===== config.mk =====
export PLATFORM = sky130hd
export DESIGN_NAME = fixed_frame_receiver_xor_check_unit
export DESIGN_NICKNAME = d
export VERILOG_FILES = /design/src/rtl/core/ffrx_pkg.sv /design/src/rtl/core/ffrx_store.sv /design/src/rtl/core/ffrx_ctrl.sv /design/src/rtl/core/fixed_frame_receiver_xor_check_unit.sv
export SDC_FILE = /design/constraint.sdc
export NUM_CORES = 1
export LEC_CHECK = 0
export BUFFER_PORTS_ARGS = -buffer_cell sky130_fd_sc_hd__clkbuf_2
export CORE_MARGIN = 3
export CORE_UTILIZATION = 56
export CTS_CLUSTER_SIZE = 24
export DETAILED_ROUTE_END_ITERATION = 7
export PLACE_DENSITY = 0.75
export SLEW_MARGIN = 20
export SYNTH_ARGS = -nofsm -noshare
export SYNTH_HDL_FRONTEND = slang
export SYNTH_SLANG_ARGS = --single-unit

===== constraint.sdc =====
create_clock -name clk_i -period 3.2 [get_ports clk_i]
set_input_delay 0.64 -clock clk_i [delete_from_list [all_inputs] [get_ports clk_i]]
set_output_delay 0.64 -clock clk_i [all_outputs]
set_load 0.02 [all_outputs]

===== src/rtl/core/ffrx_pkg.sv =====
// Package for the fixed-frame receiver with XOR check.
// Holds frame constants, result status codes and the memory request type.
// No dependencies.
package ffrx_pkg;

  localparam int unsigned FRAME_LEN_DEF = 39;
  localparam int unsigned IDX_W         = 6;
  localparam int unsigned BYTE_W        = 8;

  localparam logic [BYTE_W-1:0] HDR0 = 8'h01;
  localparam logic [BYTE_W-1:0] HDR1 = 8'h55;
  localparam logic [BYTE_W-1:0] TL0  = 8'h41;
  localparam logic [BYTE_W-1:0] TL1  = 8'h42;
  localparam logic [BYTE_W-1:0] TL2  = 8'h43;
  localparam logic [BYTE_W-1:0] TL3  = 8'h44;

  // Header and tail bytes folded into the check value
  localparam logic [BYTE_W-1:0] CHK_SEED = HDR0 ^ HDR1 ^ TL0 ^ TL1 ^ TL2 ^ TL3;

  localparam logic [IDX_W-1:0] SKIP_POS  = 6'd18;
  localparam logic [IDX_W-1:0] CHECK_POS = 6'd33;

  localparam logic [1:0] ST_DATA    = 2'd0;
  localparam logic [1:0] ST_HDR_ERR = 2'd1;
  localparam logic [1:0] ST_TL_ERR  = 2'd2;
  localparam logic [1:0] ST_CHK_ERR = 2'd3;

  typedef struct packed {
    logic              we;
    logic [IDX_W-1:0]  waddr;
    logic [BYTE_W-1:0] wdata;
    logic              re;
    logic [IDX_W-1:0]  raddr;
  } mem_req_t;

endpackage


===== src/rtl/core/ffrx_store.sv =====
// Frame byte store: one write port, one read port with registered read data.
// Depends on ffrx_pkg for the request type and widths.
module ffrx_store #(
  parameter int unsigned DEPTH = ffrx_pkg::FRAME_LEN_DEF
) (
  input  logic                          clk_i,
  input  ffrx_pkg::mem_req_t            req_i,
  output logic [ffrx_pkg::BYTE_W-1:0]   rd_data_o
);

  localparam int unsigned AW = $clog2(DEPTH);

  logic [ffrx_pkg::BYTE_W-1:0] mem_q [DEPTH];
  logic [ffrx_pkg::BYTE_W-1:0] rd_data_q;

  always_ff @(posedge clk_i) begin
    if (req_i.we) begin
      mem_q[req_i.waddr[AW-1:0]] <= req_i.wdata;
    end
    if (req_i.re) begin
      rd_data_q <= mem_q[req_i.raddr[AW-1:0]];
    end
  end

  assign rd_data_o = rd_data_q;

endmodule


===== src/rtl/core/ffrx_ctrl.sv =====
// Receive, check and readout sequencer with the result output register.
// Depends on ffrx_pkg; drives the frame store through a mem_req_t.
module ffrx_ctrl #(
  parameter int unsigned FRAME_LEN = ffrx_pkg::FRAME_LEN_DEF
) (
  input  logic                          clk_i,
  input  logic                          rst_ni,
  input  logic                          rx_valid_i,
  output logic                          rx_ready_o,
  input  logic [ffrx_pkg::BYTE_W-1:0]   rx_byte_i,
  output logic                          out_valid_o,
  input  logic                          out_ready_i,
  output logic [1:0]                    status_o,
  output logic [ffrx_pkg::BYTE_W-1:0]   data_byte_o,
  output logic [ffrx_pkg::IDX_W-1:0]    byte_index_o,
  output logic                          last_o,
  output logic                          link_restored_o,
  output ffrx_pkg::mem_req_t            mem_req_o,
  input  logic [ffrx_pkg::BYTE_W-1:0]   mem_rd_data_i
);

  localparam int unsigned IW = ffrx_pkg::IDX_W;
  localparam int unsigned CW = IW + 1;

  localparam logic [IW-1:0] LAST_POS = IW'(FRAME_LEN - 1);
  localparam logic [IW-1:0] TL0_POS  = IW'(FRAME_LEN - 4);
  localparam logic [IW-1:0] TL1_POS  = IW'(FRAME_LEN - 3);
  localparam logic [IW-1:0] TL2_POS  = IW'(FRAME_LEN - 2);
  localparam logic [CW-1:0] LEN_CNT  = CW'(FRAME_LEN);

  localparam logic [1:0] S_RECV   = 2'd0;
  localparam logic [1:0] S_CHK_RD = 2'd1;
  localparam logic [1:0] S_CHK    = 2'd2;
  localparam logic [1:0] S_READ   = 2'd3;

  logic [1:0]                  state_q, state_d;
  logic [IW-1:0]               pos_q, pos_d;
  logic [ffrx_pkg::BYTE_W-1:0] acc_q, acc_d;
  logic                        link_down_q, link_down_d;
  logic [CW-1:0]               issue_idx_q, issue_idx_d;
  logic [IW-1:0]               out_idx_q, out_idx_d;
  logic                        rd_pend_q, rd_pend_d;

  logic                        out_valid_q, out_valid_d;
  logic [1:0]                  status_q, status_d;
  logic [ffrx_pkg::BYTE_W-1:0] data_q, data_d;
  logic [IW-1:0]               idx_q, idx_d;
  logic                        last_q, last_d;
  logic                        lr_q, lr_d;

  logic out_free, accept, hdr_err, tl_err, in_check, chk_ok, load_rd, issue_rd;

  assign out_free   = !out_valid_q || out_ready_i;
  assign rx_ready_o = (state_q == S_RECV) && out_free;
  assign accept     = rx_valid_i && rx_ready_o;

  assign hdr_err = ((pos_q == '0) && (rx_byte_i != ffrx_pkg::HDR0)) ||
                   ((pos_q == IW'(1)) && (rx_byte_i != ffrx_pkg::HDR1));
  assign tl_err  = ((pos_q == TL0_POS)  && (rx_byte_i != ffrx_pkg::TL0)) ||
                   ((pos_q == TL1_POS)  && (rx_byte_i != ffrx_pkg::TL1)) ||
                   ((pos_q == TL2_POS)  && (rx_byte_i != ffrx_pkg::TL2)) ||
                   ((pos_q == LAST_POS) && (rx_byte_i != ffrx_pkg::TL3));
  assign in_check = (pos_q >= IW'(2)) && (pos_q < TL0_POS) &&
                    (pos_q != ffrx_pkg::SKIP_POS) && (pos_q != ffrx_pkg::CHECK_POS);
  assign chk_ok   = (mem_rd_data_i == (acc_q ^ ffrx_pkg::CHK_SEED));

  // Readout pipeline: one read in flight, load it when the output slot frees
  assign load_rd  = (state_q == S_READ) && rd_pend_q && out_free;
  assign issue_rd = (state_q == S_READ) && (issue_idx_q < LEN_CNT) &&
                    (!rd_pend_q || load_rd);

  always_comb begin
    state_d     = state_q;
    pos_d       = pos_q;
    acc_d       = acc_q;
    link_down_d = link_down_q;
    issue_idx_d = issue_idx_q;
    out_idx_d   = out_idx_q;
    rd_pend_d   = rd_pend_q;

    out_valid_d = out_valid_q && !out_ready_i;
    status_d    = status_q;
    data_d      = data_q;
    idx_d       = idx_q;
    last_d      = last_q;
    lr_d        = lr_q;

    mem_req_o       = '0;
    mem_req_o.waddr = pos_q;
    mem_req_o.wdata = rx_byte_i;
    mem_req_o.raddr = issue_idx_q[IW-1:0];

    case (state_q)
      S_RECV: begin
        if (accept) begin
          if (hdr_err || tl_err) begin
            out_valid_d = 1'b1;
            status_d    = hdr_err ? ffrx_pkg::ST_HDR_ERR : ffrx_pkg::ST_TL_ERR;
            data_d      = '0;
            idx_d       = pos_q;
            last_d      = 1'b1;
            lr_d        = 1'b0;
            pos_d       = '0;
            acc_d       = '0;
            link_down_d = 1'b1;
          end else begin
            mem_req_o.we = 1'b1;
            if (in_check) begin
              acc_d = acc_q ^ rx_byte_i;
            end
            if (pos_q == LAST_POS) begin
              pos_d   = '0;
              state_d = S_CHK_RD;
            end else begin
              pos_d = pos_q + IW'(1);
            end
          end
        end
      end
      S_CHK_RD: begin
        mem_req_o.re    = 1'b1;
        mem_req_o.raddr = ffrx_pkg::CHECK_POS;
        state_d         = S_CHK;
      end
      S_CHK: begin
        if (chk_ok) begin
          acc_d       = '0;
          issue_idx_d = '0;
          out_idx_d   = '0;
          rd_pend_d   = 1'b0;
          state_d     = S_READ;
        end else if (out_free) begin
          out_valid_d = 1'b1;
          status_d    = ffrx_pkg::ST_CHK_ERR;
          data_d      = '0;
          idx_d       = ffrx_pkg::CHECK_POS;
          last_d      = 1'b1;
          lr_d        = 1'b0;
          acc_d       = '0;
          link_down_d = 1'b1;
          state_d     = S_RECV;
        end
      end
      S_READ: begin
        if (issue_rd) begin
          mem_req_o.re = 1'b1;
          issue_idx_d  = issue_idx_q + CW'(1);
        end
        rd_pend_d = issue_rd || (rd_pend_q && !load_rd);
        if (load_rd) begin
          out_valid_d = 1'b1;
          status_d    = ffrx_pkg::ST_DATA;
          data_d      = mem_rd_data_i;
          idx_d       = out_idx_q;
          last_d      = (out_idx_q == LAST_POS);
          lr_d        = link_down_q;
          out_idx_d   = out_idx_q + IW'(1);
          if (out_idx_q == LAST_POS) begin
            link_down_d = 1'b0;
            state_d     = S_RECV;
          end
        end
      end
      default: begin
        state_d = S_RECV;
      end
    endcase
  end

  always_ff @(posedge clk_i or negedge rst_ni) begin
    if (!rst_ni) begin
      state_q     <= S_RECV;
      pos_q       <= '0;
      acc_q       <= '0;
      link_down_q <= 1'b1;
      issue_idx_q <= '0;
      out_idx_q   <= '0;
      rd_pend_q   <= 1'b0;
      out_valid_q <= 1'b0;
    end else begin
      state_q     <= state_d;
      pos_q       <= pos_d;
      acc_q       <= acc_d;
      link_down_q <= link_down_d;
      issue_idx_q <= issue_idx_d;
      out_idx_q   <= out_idx_d;
      rd_pend_q   <= rd_pend_d;
      out_valid_q <= out_valid_d;
    end
  end

  always_ff @(posedge clk_i) begin
    status_q <= status_d;
    data_q   <= data_d;
    idx_q    <= idx_d;
    last_q   <= last_d;
    lr_q     <= lr_d;
  end

  assign out_valid_o     = out_valid_q;
  assign status_o        = status_q;
  assign data_byte_o     = data_q;
  assign byte_index_o    = idx_q;
  assign last_o          = last_q;
  assign link_restored_o = lr_q;

`ifndef NO_ASSERTIONS
  a_pos_range: assert property (@(posedge clk_i) disable iff (!rst_ni)
    pos_q <= LAST_POS)
    else $error("frame position out of range");

  a_err_shape: assert property (@(posedge clk_i) disable iff (!rst_ni)
    out_valid_q && (status_q != ffrx_pkg::ST_DATA) |-> last_q && (data_q == '0) && !lr_q)
    else $error("error result with bad fields");

  a_read_order: assert property (@(posedge clk_i) disable iff (!rst_ni)
    (state_q == S_READ) && rd_pend_q |-> issue_idx_q == ({1'b0, out_idx_q} + CW'(1)))
    else $error("readout pipeline out of step");

  a_read_done: assert property (@(posedge clk_i) disable iff (!rst_ni)
    load_rd && (out_idx_q == LAST_POS) |=> (state_q == S_RECV) && !link_down_q && (pos_q == '0))
    else $error("frame readout did not finish cleanly");
`endif

endmodule


===== src/rtl/core/fixed_frame_receiver_xor_check_unit.sv =====
// Fixed-frame serial receiver with XOR check: top level.
// Usage:
//   rx channel (rx_valid_i/rx_ready_o/rx_byte_i) takes one received byte a beat.
//   out channel (out_valid_o/out_ready_i) gives results: status, data byte,
//   byte index, last mark and link-restored flag.
// Frames are FRAME_LEN bytes: 0x01 0x55 header, 0x41..0x44 tail, check at 33.
// A byte that completes no frame gives no result.
// A header or tail error gives one result, loaded into the output register
// at the edge the byte is taken.
// After the last tail byte, the check byte is read back from the frame store;
// a mismatch gives one error beat, a match streams FRAME_LEN data beats at one
// per cycle unless the output stalls, paced by the single read port of the store.
// The rx side is held off from the final byte until the last beat of the
// readout is loaded.
// A stalled receiver holds the output register and, behind it, the readout.
// Reset clears position and check, sets the link-down flag and empties the
// output register; the frame store needs no clearing.
// Depends on ffrx_pkg, ffrx_store and ffrx_ctrl.
module fixed_frame_receiver_xor_check_unit #(
  parameter int unsigned FRAME_LEN = ffrx_pkg::FRAME_LEN_DEF
) (
  input  logic                          clk_i,
  input  logic                          rst_ni,
  input  logic                          rx_valid_i,
  output logic                          rx_ready_o,
  input  logic [ffrx_pkg::BYTE_W-1:0]   rx_byte_i,
  output logic                          out_valid_o,
  input  logic                          out_ready_i,
  output logic [1:0]                    status_o,
  output logic [ffrx_pkg::BYTE_W-1:0]   data_byte_o,
  output logic [ffrx_pkg::IDX_W-1:0]    byte_index_o,
  output logic                          last_o,
  output logic                          link_restored_o
);

  ffrx_pkg::mem_req_t          mem_req;
  logic [ffrx_pkg::BYTE_W-1:0] mem_rd_data;

  ffrx_store #(
    .DEPTH (FRAME_LEN)
  ) u_store (
    .clk_i     (clk_i),
    .req_i     (mem_req),
    .rd_data_o (mem_rd_data)
  );

  ffrx_ctrl #(
    .FRAME_LEN (FRAME_LEN)
  ) u_ctrl (
    .clk_i           (clk_i),
    .rst_ni          (rst_ni),
    .rx_valid_i      (rx_valid_i),
    .rx_ready_o      (rx_ready_o),
    .rx_byte_i       (rx_byte_i),
    .out_valid_o     (out_valid_o),
    .out_ready_i     (out_ready_i),
    .status_o        (status_o),
    .data_byte_o     (data_byte_o),
    .byte_index_o    (byte_index_o),
    .last_o          (last_o),
    .link_restored_o (link_restored_o),
    .mem_req_o       (mem_req),
    .mem_rd_data_i   (mem_rd_data)
  );

endmodule

# Word level (Yosys, flattened, before mapping)
# Memories as Yosys holds them, arrays and structs flattened. A register that Yosys moved wholly into a read port is not among the register bits.
# Cells that the tools add are included.
# totals
n_memories	1
output_inout_bits	20
inputBits	12
elab_cells	165
ram_bits	312
register_bits	50
# op_classes
bitwise	2
n_eq_ne	30
n_mux	71
reduce_logical	42
add_sub_neg	3
n_lt_le_gt_ge	3
# memory_table
memory	depth	width	read_ports	rd_ports_with_merged_regs	write_ports	line	source
u_store.mem_q	39	8	1	1	1	ffrx_store.sv:13	logic [ffrx_pkg::BYTE_W-1:0] mem_q [DEPTH];
# op_table
cell	count
8-bit two-way mux	9
6-bit two-way mux	10
8-bit by 7-bit != test with 1-bit output, second input constant	5
6-bit == test, second input constant	5
2-bit two-way mux	13
1-bit two-way mux	24
8-bit case mux with 3 select lines	1
6-bit case mux with 3 select lines	1
1-bit logical AND	17
8-bit case mux with 2 select lines	1
7-bit two-way mux	2
7-bit case mux with 2 select lines	1
6-bit by 1-bit adder with 6-bit output, second input constant	2
1-bit case mux with 3 select lines	4
6-bit case mux with 2 select lines	1
6-bit AND reduction	2
2-bit by 1-bit != test with 1-bit output, second input constant	5
2-bit != test, second input constant	5
8-bit == test	1
1-bit logical OR	8
8-bit by 1-bit != test with 1-bit output, second input constant	1
2-bit case mux with 4 select lines	1
8-bit bitwise XOR	1
7-bit by 1-bit adder with 7-bit output, second input constant	1
other kinds (22)	30

# Logic depth before layout (Yosys ltp)
# logic_depth
ltp_word	11
depth_mapped	10
mapped_depth_nobuf	8

# Modules after synthesis
# Synthesis repeated with hierarchy kept, for this count alone.
# hier_totals
hier_cells	1026
hier_area_um2	15904.0
# modules_own_cells
module	area_each_um2	seq_area_each_um2	n_inst	cells_per_inst
ffrx_store	12836.1	9609.2	1	704
ffrx_ctrl	3067.9	1342.5	1	322

# Worst setup path after synthesis
# No wires, ideal clock.
# synth_path
kind	input-to-reg
startpoint	in rx_byte_i[4] in the netlist's numbering
endpoint	mem u_store.mem_q[12][0] in the netlist's numbering, enable pin
slack_ns	0.048
n_path_buf	1
stages	7
arrival_ns	2.782
t_required_ns	2.830
setup_ns	0.370
path_cell_list	or4b_4 > nor4_1 > or4_1 > o2111ai_2 > or4_1 > buf_2 > nor2_1
# synth_via
elab_chain_len	11
word_cells_on_any_way	22
cone_classes	6 x eq/ne; 5 x mux; 11 x reduce/logical
# synth_lines
element	line	source
from (decl)	fixed_frame_receiver_xor_check_unit.sv:26	input logic [ffrx_pkg::BYTE_W-1:0] rx_byte_i,
8-bit by 7-bit != test with 1-bit output (on tied branches)	ffrx_ctrl.sv:59, ffrx_ctrl.sv:60	
1-bit logical AND (on tied branches)	ffrx_ctrl.sv:59, ffrx_ctrl.sv:60	
1-bit logical OR	ffrx_ctrl.sv:59	assign tl_err = ((pos_q == TL0_POS) && (rx_byte_i != ffrx_pkg::TL0)) ||
1-bit logical OR	ffrx_ctrl.sv:60	((pos_q == TL1_POS) && (rx_byte_i != ffrx_pkg::TL1)) ||
1-bit logical OR	ffrx_ctrl.sv:61	((pos_q == TL2_POS) && (rx_byte_i != ffrx_pkg::TL2)) ||
1-bit logical OR *	ffrx_ctrl.sv:96	if (hdr_err || tl_err) begin
1-bit two-way mux *	ffrx_ctrl.sv:96	
1-bit two-way mux *	ffrx_ctrl.sv:95	if (accept) begin
1-bit two-way mux *	ffrx_ctrl.sv:93	case (state_q)
1-bit two-way mux *	ffrx_store.sv:17	if (req_i.we) begin
1-bit two-way mux (implied by the code) *	ffrx_store.sv:18	mem_q[req_i.waddr[AW-1:0]] <= req_i.wdata;
to (decl)	ffrx_store.sv:13	
# Every way passes the cells marked *; elsewhere a longest branch is shown, timed or not.

# Worst setup path after layout
# layout_path
startpoint	reg u_ctrl.pos_q[0]
endpoint	mem u_store.mem_q[29][1] in the netlist's numbering, enable pin
# layout_via
elab_chain_len	11
word_cells_on_any_way	22
cone_classes	5 x eq/ne; 5 x mux; 12 x reduce/logical
# layout_lines
element	line	source
from (decl)	ffrx_ctrl.sv:37	logic [IW-1:0] pos_q, pos_d;
from (signal assigned)	ffrx_ctrl.sv:182	pos_q <= pos_d;
6-bit == test (on tied branches)	ffrx_ctrl.sv:59, ffrx_ctrl.sv:60	
1-bit logical AND (on tied branches)	ffrx_ctrl.sv:59, ffrx_ctrl.sv:60	
1-bit logical OR	ffrx_ctrl.sv:59	
1-bit logical OR	ffrx_ctrl.sv:60	
1-bit logical OR	ffrx_ctrl.sv:61	
1-bit logical OR	ffrx_ctrl.sv:96	
1-bit two-way mux	ffrx_ctrl.sv:96	
1-bit two-way mux	ffrx_ctrl.sv:95	
1-bit two-way mux	ffrx_ctrl.sv:93	
1-bit two-way mux	ffrx_store.sv:17	
1-bit two-way mux (implied by the code)	ffrx_store.sv:18	
# Parallel ways exist; a longest one is shown, timed or not.

==> metrics.md <==
| Metric | Value |
|---|---|
| Core box area | 0.0270 mm^2 |
| # diodes | 0 |
| CP required | 3.43 ns |
| Cell Count, Final, Fillers Out | 1504 |
| Worst setup EP type | flop |
| Die height | 172 um |
| Initial cell density of the core | 0.571 |
| P_sw | 2520 uW |
| H-Tree Level Count | 2 |
| Filler cells | 1873 |
| Gpl congestion | 0.938 |
| R2R Path Start | u_ctrl.pos_q[0] |
| Routed len/inst | 25.7 um |
| Post-CTS Hold Buffers | 0 |
| Worst reg-to-reg path cell count | 10 |
| Critical path type | reg -> reg |
| Sw frac | 0.229 |
| Commonest non-fill, non-tap cells in the layout | 338 x edfxtp_1, 94 x nor2_1, 94 x buf_4 |
| Highest Clock Rate | 0.332 GHz |
| Synth area leaders | edfxtp_1 66%, dfrtp_1 5.0%, mux2i_1 3.1% |
| Compound-Gate Fraction of Synth Area | 0.102 |
| Yosys reg bits | 370 |
| Die ar. | 0.0296 mm^2 |
| Crit path DAT | 3.24 ns |
| Seq pwr share | 0.500 |
| Slew margin rel. | 0.399 |
| Ys Warns | 0 |
| Area after DPL | 0.0165 mm^2 |
| Clk sinks | 370 |
| Crit path time final | 3.01 ns |
| Critical path's largest stage delay | 0.55 ns |
| Largest net degree at the start of global routing | 51 |
| Fraction of registers with async set/reset | 0.0865 |
| Status | finished clean |
| Cell row count | 60 |
| GRT Util Overall | 0.260 |
| Clock share of power | 0.410 |
| Die width | 172 um |
| Post-synthesis xor/xnor area fraction | 0.00908 |
| Fin. Hold Viols | 0 |
| Unrepaired setup endpoints after global routing | no |
| EDFF count, synth | 338 |
| Post-route DRC | 0 |
| Synth Net Count | 1051 |
| PwrDens | 618 mW/mm^2 |
| Startpoint type of the worst setup path | flop |
| Commonest non-fill, non-tap cell in the layout | edfxtp_1 |
| Max VDD drop | 352 uV |
| Wire length of the first global-routing pass | 57100 um |
| Slew Limit Fails | 0 |
| Max_cap viols | 0 |
| Avg Synthesized Cell Area | 14.9 um^2 |
| Final Util | 0.659 |
| HPWL Detailed | 25000 um |
| Number of global-route vias before repair | 9273 |
| Clock latency on the worst-skew pair | 0.52 ns |
| Sequential fraction of the synthesis area | 0.710 |
| Static leakage | 0.00628 uW |
| Reg clk slew, reported paths | 0.06 ns |
| Ports | 32 |
| Root Buffer | clkbuf_16 |
| Worst hold path class | in -> async |
| Min Hold Slack | 0.240 ns |
| Final period utilization | 0.942 |
| CP top delay family | simple AND/OR/NAND/NOR gates |
| Layout overhead on the synthesized area | 15.5% |
| Vias/cell | 6.53 |
| Count of buffer and inverter cells on the critical path | 3 |
| Setup Skew | 0.0136 ns |
| Post-CTS Setup Bufs | 0 |
| CTS tree | built |
| Antenna-violating nets left | 0 |
| Vias | 9815 |
| Reg2reg setup slack | 0.19 ns |
| Cell variety after synth | 62 |
| Final setup violation count | 0 |
| Simple logic cell fraction of the synthesized area | 0.0841 |
| Final Net Count | 1154 |
| Dpl cells | 1436 |
| Syn Inst Count | 1032 |
| Post-synth top area cell | edfxtp_1 |
| Crit-path slowest cell | or4_1 |
| CP cell instances | inv_1 -> ha_1 -> nor4b_1 -> nand4_1 -> nand3b_1 -> o2111ai_2 -> or4_1 -> buf_4 -> nor2_1 -> buf_4 |
| Synth Flop Type | edfxtp_1 |
| CTS Buf Count | 38 |
| Detailed Routing Iterations Pass 1 | 7 |
| Synth Area in Adders | 0.00568 |
| Most used cell, CP | buf_4 |
| TNS Setup | 0 ns |
| Crit-path max FO | 7 |
| Multiplexer share of the synthesized area | 0.0669 |
| Initial antenna violation count | 1 |
| Gate power share | 0.090 |
| Reg2reg end | u_store.mem_q[29][1] |
| Iter 0 DRT Violations | 1403 |
| Max Root-Sink Buffers | 3 |
| Cell Area, Synth | 0.0154 mm^2 |
| Share of layout cells above drive strength 1 | 0.198 |
| Final instance area | 0.0178 mm^2 |
| Gr ovfl total | 0 |
| Port Buf Inserts | 31 |
| Worst-Margin Slew | 0.901 ns |
| Area share of the largest cell type after synthesis | 0.658 |
| WL final | 38600 um |
| Int Power | 8480 uW |
| Largest family of logic cells by synthesized area | compound AO/OA/AOI/OAI gates |
[area by class of cell]
cell class              instances  area [um^2]  share of cell area
well taps                     341          427              0.0240
flip-flops and latches        370        11000               0.615
multi-input cells             572         4140               0.232
repair buffers                127          901              0.0506
inverters                      26         97.6             0.00548
clock inverters                21          233              0.0131
clock buffers                  47         1060              0.0594
[timing repair]
item                                    in CTS  in global routing
resized for setup                            0                  2
hold endpoints to repair                     0                  0
endpoints found under the setup margin       0                 19
[routing by layer]
layer	vias to the layer above	wire [um]	GRT usage
met2	644	17200	0.382
li1	4287	-	-
met5	-	11	0
met3	99	4740	0.0741
met1	4783	15400	0.383
met4	2	1240	0.0830
[worst max-delay path by stage]
stage | start | endpoint | depth (start not counted)
after floorplan | rx_byte_i[4] | u_store.mem_q[12][0] | 7
after global placement | rx_byte_i[6] | u_store.mem_q[29][1] | 9
after detailed placement | rx_byte_i[6] | u_store.mem_q[29][1] | 9
after CTS | u_ctrl.pos_q[0] | u_ctrl.last_o | 8
after global routing | u_ctrl.state_q[0] | u_store.rd_data_o[3] | 7
final | u_ctrl.pos_q[0] | u_store.mem_q[29][1] | 10
[metrics by stage]
| step | setup slack, ns | total power, uW |
|---|---|---|
| floorplan | 0.0479 | 6080 |
| global placement | -0.0776 | 6540 |
| detailed placement | -0.147 | 6560 |
| CTS | 0.122 | 11000 |
| global route | 0.0432 | 11300 |
| finish | 0.187 | 11000 |
[sequential cells by signal, summed over array words and instances (netlist names), 6 cells and up]
signal               flops
u_ctrl.issue_idx_q       7
u_store.rd_data_o        8
u_ctrl.byte_index_o      6
u_store.mem_q          312
u_ctrl.acc_q             8
u_ctrl.pos_q             6
u_ctrl.out_idx_q         6
u_ctrl.data_byte_o       8
[power by group through the flow]
| stage | clock, uW | combinational, uW | sequential, uW |
|---|---|---|---|
| after floorplan | 0 | 418 | 5660 |
| after global placement | 0 | 940 | 5600 |
| after detailed placement | 0 | 957 | 5600 |
| after CTS | 4570 | 965 | 5500 |
| after global routing | 4770 | 1050 | 5520 |
| final | 4510 | 985 | 5500 |
[kinds of logic after synthesis]
logic type                 count (synthesis)
muxes                                     81
AOI/OAI and AO/OA                        211
DFF                                      370
xor gates and xnor gates                  16
adders and majority gates                  7
and+or+nand+nor                          257
buffers and inverters                     90
[cells in the mapped netlist (16+ instances only)]
library cell  instances
nand3_1              34
o21ai_0              21
nor2b_1              22
mux4_2               16
mux2_2               17
a211oi_1             25
o221ai_1             33
edfxtp_1            338
clkbuf_1             46
nor2_1               95
a21oi_1              29
inv_1                26
mux2i_1              48
nand2_1              27
dfrtp_1              31
o22ai_1              18
Power figures use the tool's default switching activity.
